<file path="config.mk">
export PLATFORM = sky130hd
export DESIGN_NAME = bsog_div
export DESIGN_NICKNAME = d
export VERILOG_FILES = /design/src/rtl/bsog_pkg.sv /design/src/rtl/bsog_div.sv
export SDC_FILE = /design/constraint.sdc
export NUM_CORES = 1
export LEC_CHECK = 0
export ABC_AREA = 1
export BUFFER_PORTS_ARGS = -buffer_cell sky130_fd_sc_hd__buf_2
export CELL_PAD_IN_SITES_DETAIL_PLACEMENT = 1
export CELL_PAD_IN_SITES_GLOBAL_PLACEMENT = 2
export CORE_MARGIN = 2
export CORE_UTILIZATION = 33
export DETAILED_ROUTE_END_ITERATION = 16
export GPL_ROUTABILITY_DRIVEN = 0
export GPL_TIMING_DRIVEN = 0
export PLACE_DENSITY = 0.95
export SLEW_MARGIN = 20
export SYNTH_ARGS = -nofsm -noshare
export SYNTH_HDL_FRONTEND = slang
export SYNTH_SLANG_ARGS = --single-unit
</file>
<file path="constraint.sdc">
create_clock -name clk -period 7.3 [get_ports clk]
set_clock_uncertainty 0.1 [all_clocks]
set_input_delay 0 -clock clk [delete_from_list [all_inputs] [get_ports clk]]
set_output_delay 0 -clock clk [all_outputs]
set_load 0.01 [all_outputs]
</file>
<file path="src/rtl/bsog_pkg.sv">
// Shared widths, codes and table entry type for the broadcast stride offset generator.
// No dependencies.
`default_nettype none
package bsog_pkg;

  localparam int MAX_RANK = 8;
  localparam int DIM_W    = (MAX_RANK > 1) ? $clog2(MAX_RANK) : 1;
  localparam int ACT_W    = $clog2(MAX_RANK + 1);
  localparam int RANK_W   = 4;
  localparam int SEL_W    = 3;
  localparam int SIZE_W   = 32;
  localparam int IDX_W    = 40;
  localparam int PROD_W   = 2 * SIZE_W;

  localparam logic CMD_LOAD  = 1'b0;
  localparam logic CMD_QUERY = 1'b1;

  localparam logic [1:0] ST_OK       = 2'd0;
  localparam logic [1:0] ST_NOBCAST  = 2'd1;
  localparam logic [1:0] ST_OVERFLOW = 2'd2;
  localparam logic [1:0] ST_BADDIM   = 2'd3;

  // one dimension: output size and the two operand strides
  typedef struct packed {
    logic [SIZE_W-1:0] size;
    logic [SIZE_W-1:0] lst;
    logic [SIZE_W-1:0] rst;
  } entry_t;

endpackage
`default_nettype wire

</file>
<file path="src/rtl/bsog_div.sv">
// Restoring divider, one quotient bit per cycle: 40-bit dividend by 32-bit divisor.
// Depends on bsog_pkg.
`default_nettype none
module bsog_div (
  input  wire logic                        clk,
  input  wire logic                        rst_n,
  input  wire logic                        start,
  input  wire logic [bsog_pkg::IDX_W-1:0]  dividend,
  input  wire logic [bsog_pkg::SIZE_W-1:0] divisor,
  output logic                             done,
  output logic [bsog_pkg::IDX_W-1:0]       quotient,
  output logic [bsog_pkg::SIZE_W-1:0]      remainder
);

  localparam int CNT_W = $clog2(bsog_pkg::IDX_W + 1);

  logic [bsog_pkg::IDX_W-1:0]  q_r, q_nxt;
  logic [bsog_pkg::SIZE_W-1:0] r_r, r_nxt;
  logic [bsog_pkg::SIZE_W-1:0] den_r, den_nxt;
  logic [CNT_W-1:0]            cnt_r, cnt_nxt;
  logic                        run_r, run_nxt;
  logic                        done_r, done_nxt;
  logic [bsog_pkg::SIZE_W:0]   trial;
  logic [bsog_pkg::SIZE_W:0]   diff;

  always_comb begin
    trial    = {r_r, q_r[bsog_pkg::IDX_W-1]};
    diff     = trial - {1'b0, den_r};
    q_nxt    = q_r;
    r_nxt    = r_r;
    den_nxt  = den_r;
    cnt_nxt  = cnt_r;
    run_nxt  = run_r;
    done_nxt = 1'b0;
    if (start) begin
      q_nxt   = dividend;
      r_nxt   = '0;
      den_nxt = divisor;
      cnt_nxt = CNT_W'(bsog_pkg::IDX_W);
      run_nxt = 1'b1;
    end else if (run_r) begin
      if (trial >= {1'b0, den_r}) begin
        r_nxt = diff[bsog_pkg::SIZE_W-1:0];
        q_nxt = {q_r[bsog_pkg::IDX_W-2:0], 1'b1};
      end else begin
        r_nxt = trial[bsog_pkg::SIZE_W-1:0];
        q_nxt = {q_r[bsog_pkg::IDX_W-2:0], 1'b0};
      end
      cnt_nxt = cnt_r - 1'b1;
      if (cnt_r == CNT_W'(1)) begin
        run_nxt  = 1'b0;
        done_nxt = 1'b1;
      end
    end
  end

  always_ff @(posedge clk) begin
    if (!rst_n) begin
      run_r  <= 1'b0;
      done_r <= 1'b0;
      cnt_r  <= '0;
    end else begin
      run_r  <= run_nxt;
      done_r <= done_nxt;
      cnt_r  <= cnt_nxt;
    end
  end

  always_ff @(posedge clk) begin
    q_r   <= q_nxt;
    r_r   <= r_nxt;
    den_r <= den_nxt;
  end

  assign done      = done_r;
  assign quotient  = q_r;
  assign remainder = r_r;

endmodule
`default_nettype wire

</file>
==> impl_summary.log <==
INFO  metric total_leakage_power = 4.96 nW
INFO  metric post-dp-hpwl = 18,500 um
INFO  metric postCtsResizedCells = 0
INFO  metric synth_cell_type_count = 31
INFO  metric worst_hold_check_slack = just under 0.2 ns
INFO  metric pin_count = approximately 150
INFO  metric timing.final.max_slew_violations = 0
INFO  metric htreeDepth = 3
INFO  metric synth-warning-count = 0
INFO  metric design.core.area = 21,100 um2
INFO  metric critical_path.endpoint_type = register
INFO  metric final_hold_viol_count = 0
INFO  metric reg2regPathDepth = 15
INFO  metric synth.yosys.seq_area_share = 0.417
INFO  metric psw = 0.000450 W
INFO  metric ant_nets = 0
INFO  metric worst_path_max_delay_cell = sky130_fd_sc_hd__edfxtp_1
INFO  metric setup_viol = 0
INFO  metric clock_latency = 0.37 ns
INFO  metric final_nets = 1,355
INFO  metric synth_top_area_cells = sky130_fd_sc_hd__edfxtp_1 30%, sky130_fd_sc_hd__nand2_1 23%, sky130_fd_sc_hd__dfxtp_1 11%
INFO  metric yosys.cell_count.top_type = sky130_fd_sc_hd__nand2_1
INFO  metric floorplan.initialDensity = 0.337
INFO  metric grt-ovfl-total = 0
INFO  metric postLayoutCellArea = slightly above 9000 um2
INFO  metric share_of_post_route_cells_with_drive_strength_above_1 = 0.154
INFO  metric worst-path-stages = 15
INFO  metric ys_dominant_reg_cell = sky130_fd_sc_hd__edfxtp_1
INFO  metric drcViolationCount = 0
INFO  metric detailedRoute.firstPassIterationCount = 5
INFO  metric synth-edff-count = 72
INFO  metric power_frac_clock = 0.359
INFO  metric post_cts_hold_buffer_count = 73
INFO  metric cp_cell_sequence = inv_1 > ha_1 > nand2_1 > inv_1 > nand2_1 > nand2_1 > inv_1 > nand2_1 > nand2_1 > nand2_1 > a21oi_4 > buf_2 > nand3_1 > nand3_1 > o21ai_1
INFO  metric timing.setup.critical_path_class = reg2reg
INFO  metric ctsLongestPathBuffers = 2
INFO  metric critical_path_required = 7.43 ns
INFO  metric drv.max_cap_violation_count = 0
INFO  metric chipWidth = 151 um
INFO  metric rsz_0062_raised_after_global_routing = false
INFO  metric critical_path.max_stage_delay = between 0.3 and 0.4 ns
INFO  metric insertedDiodeCount = 0
INFO  metric cellPowerDensity = 168 nW/um2
INFO  metric swShare = 0.290
INFO  metric postSynthNetCount = 1,124
INFO  metric clk_pin_slew = 0.09 ns
INFO  metric clk_root_buffer_cell = sky130_fd_sc_hd__clkbuf_16
INFO  metric setup.worst_path.start_class = register
INFO  metric global_route_total_usage_across_every_layer = 0.228
INFO  metric internal_power = 0.00110 W
INFO  metric status = finished clean
INFO  metric first_iter_violations = 324
INFO  metric cts_tree = built
INFO  metric max-slew-margin-rel = 0.405
INFO  metric achievable-frequency = between 300 and 400 MHz
INFO  metric grt_start_max_net_pins = 50
INFO  metric rows = 53
INFO  metric post_cts.repair.setup_buffers = 0
INFO  metric avgRoutedWirePerCell = 16.2 um
INFO  metric avgViaCountPerCell = around 4.7
INFO  metric routed_wl = about 25,000 um
INFO  metric hold-path-cell-count = 1
INFO  metric cts_inserted_buffers = 9
INFO  metric hold_class = in2reg
INFO  metric timing_worst_slew_pin_value = 0.893 ns
INFO  metric path_buf_inv = 4
INFO  metric area_leader_netlist = sky130_fd_sc_hd__edfxtp_1
INFO  metric yosys-top-cells-count = 429 x sky130_fd_sc_hd__nand2_1, 178 x sky130_fd_sc_hd__inv_1, 74 x sky130_fd_sc_hd__nand3_1, 72 x sky130_fd_sc_hd__edfxtp_1, 51 x sky130_fd_sc_hd__nor2_1
INFO  metric wire_length_of_the_first_global_routing_pass = approximately 40,000 um
INFO  metric dieArea = between 20,000 and 25,000 um2
INFO  metric worstPathMaxFanout = 10
INFO  metric netlist.area_leader.share = 0.305
INFO  metric antenna_found_initial = 0
INFO  metric seqPwrFrac = 0.481
INFO  metric buffers_added_on_ports = 147
INFO  metric synth_area_per_inst = ~7.0 um2
INFO  metric syn_to_final_growth = 30.1%
INFO  metric cp_data_arrival_time = 2.72 ns
INFO  metric die_height = 151 um
INFO  metric first_global_vias = 7,694
INFO  metric syn_inst = just over 1,000
INFO  metric critical-path-top-cell-by-count = sky130_fd_sc_hd__nand2_1
INFO  metric period_needed = roughly 2.6 ns
INFO  metric detailroute.via_count = 7,190
INFO  metric timing.final.crit_share = 0.355
INFO  metric synth_async_sr_flop_share = 0
INFO  metric setup-tns-final = 0 ns
INFO  metric tritoncts_num_sinks = ~110
INFO  metric vdd.ir_drop.worst = 0.000140 V
INFO  metric netlist_area = slightly above 7000 um2
INFO  metric detailed_place.area = 8180 um2
INFO  metric crit_family = simple AND/OR/NAND/NOR gates
INFO  metric share_comb_of_total_power = 0.160
INFO  metric ys_seq_elements = 112
-- per-layer routing --
metal	wire length, um	share of wire	global-route usage	vias to the layer above
met5	0	0	0	-
met2	12300	0.50	0.406	177
met3	1360	0.055	0.0548	21
li1	-	-	-	3591
met1	10700	0.43	0.280	3401
met4	308	0.012	0.0481	0
-- power by group through the flow --
stage	Clock [W]	Combinational (W)	Sequential (W)
2_1_floorplan	0	0.000112	0.000765
3_3_place_gp	0	0.000209	0.000758
3_5_place_dp	0	0.000215	0.000757
4_1_cts	0.000574	0.000246	0.000745
5_1_grt	0.000588	0.000278	0.000751
6_report	0.000558	0.000248	0.000746
-- path summary, 6_finish.rpt --
check / start / to / slack [ns]
setup / recovery: den_r[24]$_DFFE_PP_ / remainder[13]$_SDFFE_PP0P_ / 4.71
hold / removal: start / den_r[24]$_DFFE_PP_ / 0.20
setup reg to reg: den_r[24]$_DFFE_PP_ / remainder[13]$_SDFFE_PP0P_ / 4.71
hold reg to reg: cnt_r[5]$_SDFFE_PN0P_ / cnt_r[5]$_SDFFE_PN0P_ / 0.38
-- cell type report --
class / instances / area [um2]
fill: 2728 / 11900
tap: 275 / 344
multi-input combinational: 700 / 3340
clock buffer: 9 / 225
buffer: 23 / 123
clock inverter: 7 / 95.1
sequential: 112 / 2960
timing repair buffer: 220 / 1470
inverter: 179 / 672
-- per-stage QoR --
stage	worst slack (ns)	instances	util	power [W]
after floorplan	4.75	1014	-	0.000877
after global placement	3.14	1436	0.388	0.000966
after detailed placement	4.50	1436	0.388	0.000972
after CTS	4.72	1525	0.438	0.00156
after global routing	4.54	1525	0.438	0.00162
final	4.71	1525	0.438	0.00155
-- cell usage in the layout (no fill, tap or decap), types with 3 or more instances in the layout --
master	Yosys	layout
sky130_fd_sc_hd__a21oi_1	21	21
sky130_fd_sc_hd__buf_2	8	155
sky130_fd_sc_hd__buf_6	3	3
sky130_fd_sc_hd__clkbuf_1	11	10
sky130_fd_sc_hd__clkbuf_16	0	9
sky130_fd_sc_hd__dfxtp_1	40	40
sky130_fd_sc_hd__dlygate4sd3_1	0	73
sky130_fd_sc_hd__edfxtp_1	72	72
sky130_fd_sc_hd__ha_1	34	34
sky130_fd_sc_hd__inv_1	178	178
sky130_fd_sc_hd__nand2_1	429	429
sky130_fd_sc_hd__nand2_2	7	7
sky130_fd_sc_hd__nand3_1	74	74
sky130_fd_sc_hd__nand3b_1	23	23
sky130_fd_sc_hd__nand4_1	3	3
sky130_fd_sc_hd__nor2_1	51	51
sky130_fd_sc_hd__nor2_2	6	6
sky130_fd_sc_hd__nor3_1	7	7
sky130_fd_sc_hd__o21ai_0	3	3
sky130_fd_sc_hd__o21ai_1	15	15
sky130_fd_sc_hd__o21bai_1	4	4
sky130_fd_sc_hd__xnor2_1	13	13
-- logic make-up (layout without fill, tap and decap cells) --
logic type                 count (synthesis)  count (layout)  synth area share
xor gates and xnor gates                  14              14            0.0173
adders and majority gates                 35              35            0.0628
AOI/OAI and AO/OA                         47              47            0.0368
and+or+nand+nor                          604             604             0.354
DFF                                      112             112             0.417
buffers and inverters                    202             438             0.111
-- sequential cells by signal (all words and copies together), names as in the netlist --
signal,count
den_r,32
cnt_r,6
quotient,40
remainder,32
done,1
run_r,1
-- worst reg2reg max path, stage by stage, from the launching register on --
cell                       delay (ns)
sky130_fd_sc_hd__edfxtp_1        0.38
sky130_fd_sc_hd__inv_1           0.07
sky130_fd_sc_hd__ha_1            0.28
sky130_fd_sc_hd__nand2_1         0.18
sky130_fd_sc_hd__inv_1           0.07
sky130_fd_sc_hd__nand2_1         0.08
sky130_fd_sc_hd__nand2_1         0.08
sky130_fd_sc_hd__inv_1           0.06
sky130_fd_sc_hd__nand2_1         0.07
sky130_fd_sc_hd__nand2_1         0.07
sky130_fd_sc_hd__nand2_1         0.08
sky130_fd_sc_hd__a21oi_4         0.24
sky130_fd_sc_hd__buf_2           0.33
sky130_fd_sc_hd__nand3_1         0.16
sky130_fd_sc_hd__nand3_1         0.13
sky130_fd_sc_hd__o21ai_1         0.07
Note: power is estimated with default switching activity, not from simulation.
