`src/rtl/bsog_pkg.sv`:
```
// Shared widths, codes and table entry type for the broadcast stride offset generator.
// No dependencies.
`default_nettype none
package bsog_pkg;

  localparam int MAX_RANK = 8;
  localparam int DIM_W    = (MAX_RANK > 1) ? $clog2(MAX_RANK) : 1;
  localparam int ACT_W    = $clog2(MAX_RANK + 1);
  localparam int RANK_W   = 4;
  localparam int SEL_W    = 3;
  localparam int SIZE_W   = 32;
  localparam int IDX_W    = 40;
  localparam int PROD_W   = 2 * SIZE_W;

  localparam logic CMD_LOAD  = 1'b0;
  localparam logic CMD_QUERY = 1'b1;

  localparam logic [1:0] ST_OK       = 2'd0;
  localparam logic [1:0] ST_NOBCAST  = 2'd1;
  localparam logic [1:0] ST_OVERFLOW = 2'd2;
  localparam logic [1:0] ST_BADDIM   = 2'd3;

  // one dimension: output size and the two operand strides
  typedef struct packed {
    logic [SIZE_W-1:0] size;
    logic [SIZE_W-1:0] lst;
    logic [SIZE_W-1:0] rst;
  } entry_t;

endpackage
`default_nettype wire

```
`src/rtl/bsog_table.sv`:
```
// Dimension table: MAX_RANK entries of size and strides, one write and one
// registered read port. Depends on bsog_pkg.
`default_nettype none
module bsog_table (
  input  wire logic                       clk,
  input  wire logic                       wr_en,
  input  wire logic [bsog_pkg::DIM_W-1:0] wr_addr,
  input  wire bsog_pkg::entry_t           wr_data,
  input  wire logic                       rd_en,
  input  wire logic [bsog_pkg::DIM_W-1:0] rd_addr,
  output bsog_pkg::entry_t                rd_data
);

  bsog_pkg::entry_t mem [bsog_pkg::MAX_RANK];
  bsog_pkg::entry_t rd_data_r;

  always_ff @(posedge clk) begin
    if (wr_en) begin
      mem[wr_addr] <= wr_data;
    end
  end

  always_ff @(posedge clk) begin
    if (rd_en) begin
      rd_data_r <= mem[rd_addr];
    end
  end

  assign rd_data = rd_data_r;

endmodule
`default_nettype wire

```
`config.mk`:
```
export PLATFORM = sky130hd
export DESIGN_NAME = bsog_table
export DESIGN_NICKNAME = d
export VERILOG_FILES = /design/src/rtl/bsog_pkg.sv /design/src/rtl/bsog_table.sv
export SDC_FILE = /design/constraint.sdc
export NUM_CORES = 1
export LEC_CHECK = 0
export ABC_AREA = 1
export BUFFER_PORTS_ARGS = -buffer_cell sky130_fd_sc_hd__buf_2
export CAP_MARGIN = 10
export CORE_MARGIN = 5
export CORE_UTILIZATION = 40
export CTS_CLUSTER_DIAMETER = 100
export DETAILED_ROUTE_END_ITERATION = 7
export SLEW_MARGIN = 10
export SYNTH_ARGS = -nofsm -noshare
export SYNTH_HDL_FRONTEND = slang
export SYNTH_SLANG_ARGS = --single-unit
```
`constraint.sdc`:
```
create_clock -name clk -period 13.1 [get_ports clk]
set_input_delay 2.62 -clock clk [delete_from_list [all_inputs] [get_ports clk]]
set_output_delay 2.62 -clock clk [all_outputs]
set_load 0.01 [all_outputs]
```
==> flow_summary.json, run 1 <==
{
  "p_clk_share_pct": 41.9,
  "cp_slowest_cell": "nor2_4",
  "hold_buffers": 0,
  "final_max_slew_viol_count": 0,
  "synth_seq_area_share_pct": 71.08,
  "p_comb_share_pct": 6.1,
  "ant_nets": 0,
  "dieArea_um2": 97390,
  "setup_ws_ns": 8.052,
  "area_growth_pct": 13.23,
  "grt_max_degree": 218,
  "cp_common_cell": "buf_4",
  "synthesis.instances": 3432,
  "power_uw": 6129,
  "layout-drive-gt1-share_pct": 10.01,
  "multi_input_area_um2": 6719,
  "yosysWarnings": 0,
  "clockRootBuffer": "clkbuf_16",
  "powerDensity_nw_per_um2": 148.3,
  "core_um2": 90290,
  "hold_class": "flip-flop to flip-flop",
  "remaining_drc_errors": 0,
  "fin_tns_setup_ns": 0,
  "mostFrequentLayoutCell": "nand2_1",
  "setup_viol": 0,
  "antenna_found_initial": 17,
  "p_sw_share_pct": 22.16,
  "worst_setup_path_start_kind": "input port",
  "io_buffer_count": 200,
  "synthMuxAreaShare_pct": 0,
  "clk_pin_slew_ns": 0.06,
  "path_max_fanout": 41,
  "crit_path_end_kind": "flip-flop",
  "yosysTopAreaCellShare_pct": 71.08,
  "power.share.sequential_pct": 52.0,
  "ys_seq_elements": 864,
  "vdd_ir_drop_max_mv": 0.1209,
  "placedCellCount": 4689,
  "yosysTopAreaCell": "edfxtp_1",
  "worst_pin_slew_ns": 1.078,
  "cp.buffers_inverters": 4,
  "via_per_inst": 4.568,
  "p_leak_uw": 0.01860,
  "via_count": 22240,
  "place.gp.congestion": 0.7190,
  "grt_overflow_total": 0,
  "layout.nets": 3713,
  "grt_pass1_wl_mm": 129.5,
  "max-slew-margin-rel_pct": 28.10,
  "intPower_uw": 4771,
  "grt_pass1_vias": 21820,
  "clock_latency_ns": 0.64,
  "pre_cts_slack_ns": 7.290,
  "dr.pass1.iters": 5,
  "synth_top_family_by_area": "simple AND/OR/NAND/NOR gates",
  "synth_xor_area_share_pct": 0,
  "fp-row-count": 110,
  "syn_nets": 3537,
  "crit_chain": "buf_2 > inv_1 > nand2_1 > nor2_4 > buf_4 > buf_4",
  "postCtsResizedCells": 0,
  "rsz0062_at_grt": "no",
  "max_cap_viol_count": 0,
  "cp_top_family": "buffers and inverters",
  "fillers": 8243,
  "fp.dieW_um": 312.1,
  "clock-sinks": 864,
  "synth.cell_area_um2": 36500,
  "max_freq_mhz": 198.1,
  "synth_compound_area_share_pct": 0,
  "cp.required_ns": 13.35,
  "synth_area_per_cell_um2": 10.64,
  "cts_setup_buffers": 0,
  "grt_usage_pct": 17.26,
  "start_util_pct": 40.43,
  "htreeDepth": 3,
  "min_period_ns": 5.048,
  "synth-simple-area-share_pct": 18.24,
  "p_sw_uw": 1358,
  "cts_tree": "done",
  "routedWlPerCell_um": 17.29,
  "dp_hpwl_mm": 41.47,
  "numCtsBuffers": 93,
  "ys_types": 12,
  "status": "completed",
  "ioPinCount": 201,
  "seqCellArea_um2": 25940,
  "drt_iter0_drc": 1543,
  "ys_top_cells_by_area": "edfxtp_1 (71%), nand2_1 (13%), inv_1 (7.9%)",
  "wl_mm": 84.20,
  "cts_buffer_depth": 3,
  "stdcell_count": 4869,
  "path_class": "input port to flip-flop",
  "timing.final.crit_share_pct": 38.54,
  "final_cell_mix": "nand2_1 (1254), edfxtp_1 (864), inv_1 (771)",
  "die_height_um": 312.1,
  "cpPeakStageDelay_ns": 0.87,
  "cp.arrival_ns": 5.30,
  "finalHoldViolations": 0,
  "synth-adder-area-share_pct": 0,
  "fin_skew_ns": 0.01908
}
==> final timing paths <==
path,from,end,slack (ns),depth (start not counted)
min,mem[0][77],rd_data[77],0.70,6
min reg2reg,mem[0][77],rd_data[77],0.70,6
max reg2reg,mem[7][32],rd_data[32],12.02,6
max,wr_addr[0],mem[6][38],8.05,6
==> synth_stat cells, drive strengths merged <==
cell type / instances
nand2: 1254
edfxtp: 864
inv: 774
nand3: 384
buf: 130
clkbuf: 18
nor2: 8
==> cell type report <==
type | count | share of cell area [%]
Inverter | 774 | 7.078
Sequential cell | 864 | 62.77
Antenna cell | 8 | 0.04844
Tap cell | 1176 | 3.560
Clock buffer | 110 | 5.888
Clock inverter | 62 | 1.335
Timing Repair Buffer | 229 | 3.061
Multi-Input combinational cell | 1646 | 16.26
==> power by group through the flow <==
stage	logic (µW)	registers, µW	clock network, µW
global route	429	3190	2750
finish	374	3190	2570
global placement	377	3240	0
floorplan	223	3260	0
detailed placement	382	3250	0
CTS	383	3190	2640
==> metrics by stage <==
step	util [%]	hold WS [ns]	area (µm²)
4_1_cts	45.76	0.6963	41310
5_1_grt	45.76	0.7346	41320
2_1_floorplan	-	0.6624	36500
6_report	45.78	0.6964	41330
3_3_place_gp	42.45	0.6808	38330
3_5_place_dp	42.45	0.6832	38330
==> metal layers <==
layer | vias to the layer above | track usage [%] | share of wire (%)
li1 | 11112 | - | -
met4 | 16 | 5.048 | 2.4
met1 | 10508 | 21.82 | 43
met2 | 454 | 30.04 | 49
met3 | 150 | 3.797 | 5.5
met5 | - | 0 | 0.14
==> sequential cells by signal, indices dropped and copies added (netlist names) <==
register  count
mem         768
rd_data      96
==> worst register-to-register path, cell delays in order, from the launching register on <==
cell and delay (ns):
edfxtp_1 0.36, inv_1 0.06, nand2_1 0.04, nand3_1 0.11, nand2_1 0.07, nand2_1 0.06, nand2_1 0.11
==> cell families after synthesis <==
logic type             count (synthesis)
buffers and inverters                922
flip-flops                           864
AND/OR/NAND/NOR                     1646
Power figures use the tool's default switching activity.
==> run 2, diff against run 1 <==
Settings changed: ABC_AREA 1 to 0.
Clock period 13.1 ns to 4.8 ns, I/O delays scaled along.
==> run 2 against run 1 <==
  * Flip-flop and latch count is the same
  * Sequential share of layout area grew 7.2 points
  * First-iteration DRC count shrank 40%
  * Synthesized cell count shrank 64%
  * Via count shrank 39%
  * Clock power grew to 2.6 times the previous value
  * Non-clock buffer count shrank 1
==> flow_summary.json, run 2 <==
{
  "ys_seq_elements": 864,
  "grt_pass1_wl_mm": 96.81,
  "area_growth_pct": 16.64,
  "start_util_pct": 40.28,
  "yosysMostFrequentCell": "edfxtp_1",
  "final_core_util_pct": 46.98,
  "ioPinCount": 201,
  "synth-adder-area-share_pct": 0,
  "ys_types": 11,
  "cp.arrival_ns": 2.74,
  "final_cell_mix": "edfxtp_1 (864), buf_2 (196), mux4_2 (192)",
  "path_class": "input port to flip-flop",
  "yosysWarnings": 0,
  "dp_hpwl_mm": 33.20,
  "setup_viol": 0,
  "cts_buffer_depth": 3,
  "layout-drive-gt1-share_pct": 41.52,
  "vdd_ir_drop_max_mv": 0.2891,
  "clk_pin_slew_ns": 0.06,
  "multi_input_area_um2": 5532,
  "timing.final.crit_share_pct": 49.28,
  "synth.cell_area_um2": 31770,
  "synthMuxAreaShare_pct": 17.02,
  "yosysTopAreaCellShare_pct": 81.67,
  "remaining_drc_errors": 0,
  "synth_top_family_by_area": "multiplexers",
  "synth_compound_area_share_pct": 0,
  "hold_buffers": 0,
  "clockRootBuffer": "clkbuf_16",
  "routedWlPerCell_um": 25.05,
  "yosysTopAreaCell": "edfxtp_1",
  "rsz0062_at_grt": "no",
  "ant_nets": 0,
  "grt_max_degree": 97,
  "final_max_slew_viol_count": 0,
  "synth-simple-area-share_pct": 0.1851,
  "regMostFlops": "mem",
  "syn_nets": 1324,
  "crit_path_end_kind": "flip-flop",
  "design_area_um2": 37050,
  "grt_overflow_total": 0,
  "powerDensity_nw_per_um2": 434.0,
  "layout.nets": 1589,
  "worst_pin_slew_ns": 1.020,
  "stdcell_count": 2611,
  "finalHoldViolations": 0,
  "hold_class": "input port to flip-flop",
  "synth_edf_count": 864,
  "synth_xor_area_share_pct": 0,
  "wl_mm": 65.40,
  "numCtsBuffers": 89,
  "cts_tree": "done",
  "mostFrequentLayoutCell": "edfxtp_1",
  "die_height_um": 291.8,
  "io_buffer_count": 200,
  "via_per_inst": 5.192,
  "async_flop_share_pct": 0,
  "seqCellArea_um2": 25940,
  "worst_hold_slack_ns": 0.5979,
  "cp.required_ns": 5.17,
  "placedCellCount": 2443,
  "path_max_fanout": 45,
  "via_count": 13557,
  "grt_usage_pct": 15.21,
  "fp.dieW_um": 291.8,
  "fin_skew_ns": 0.02135,
  "p_leak_uw": 0.01191,
  "clock_latency_ns": 0.62,
  "ys_top_cells_by_area": "edfxtp_1 (82%), mux4_2 (14%), mux2_2 (3.4%)",
  "synth_commonest_cells": "edfxtp_1 (864), mux4_2 (192), mux2_2 (96)",
  "worst_setup_path_start_kind": "input port",
  "power_uw": 16080,
  "fp-row-count": 103,
  "synth_area_per_cell_um2": 26.06,
  "max_cap_viol_count": 0,
  "grt_pass1_vias": 14406,
  "cts_setup_buffers": 0,
  "max_freq_mhz": 422.7,
  "place_area_um2": 34260,
  "core_um2": 78870,
  "clock-sinks": 864,
  "synthFlopType": "edfxtp_1",
  "place.gp.congestion": 0.6731,
  "dr.pass1.iters": 4,
  "fillers": 6470,
  "htreeDepth": 3,
  "synth_seq_area_share_pct": 81.67,
  "antenna_found_initial": 14,
  "largest_reg_flops": 768,
  "dieArea_um2": 85150,
  "drt_iter0_drc": 919,
  "synthesis.instances": 1219,
  "postCtsResizedCells": 0,
  "min_period_ns": 2.366,
  "status": "completed",
  "max-slew-margin-rel_pct": 31.80,
  "r2r_slack_ns": 3.41
}
run 2: cell families after synthesis:
family	Yosys count
and+or+nand+nor	13
muxes	288
buffers and inverters	54
DFF	864
run 2: worst paths after layout:
path | to | from | cells past startpoint
worst max-delay path | rd_data[40] | rd_addr[0] | 4
worst min-delay path | mem[7][56] | wr_data[56] | 1
worst max register to register | rd_data[67] | mem[5][67] | 2
worst min register to register | rd_data[54] | mem[6][54] | 2
run 2: worst max-delay path, cell delays in order:
cell	delay, ns
buf_8	0.44
buf_4	0.46
mux4_2	0.56
mux2_2	0.28
run 2: power by group:
part | total, µW | internal [µW] | switching, µW
Combinational | 817 | 374 | 442
Sequential | 8700 | 8620 | 75.2
Clock | 6570 | 3800 | 2770
run 2: metal layers:
metal | global-route usage [%] | up-vias | wire length, µm
li1 | - | 5803 | -
met1 | 21.57 | 7320 | 28840
met2 | 24.01 | 318 | 31420
met3 | 3.826 | 100 | 3895
met4 | 3.844 | 16 | 1152
met5 | 0 | - | 90
run 2: through the flow:
stage	worst slack (ns)	TNS, ns
CTS	2.418	0
global route	2.316	0
floorplan	-0.9221	-232.37
finish	2.434	0
detailed placement	1.737	0
global placement	1.754	0
run 2: area by class of cell:
class | instances | area share, %
antenna | 5 | 0.03377
clock buffer | 110 | 6.453
clock inverter | 53 | 1.040
multi-input combinational | 301 | 14.93
sequential | 864 | 70.02
tap | 1050 | 3.546
timing repair buffer | 228 | 3.975
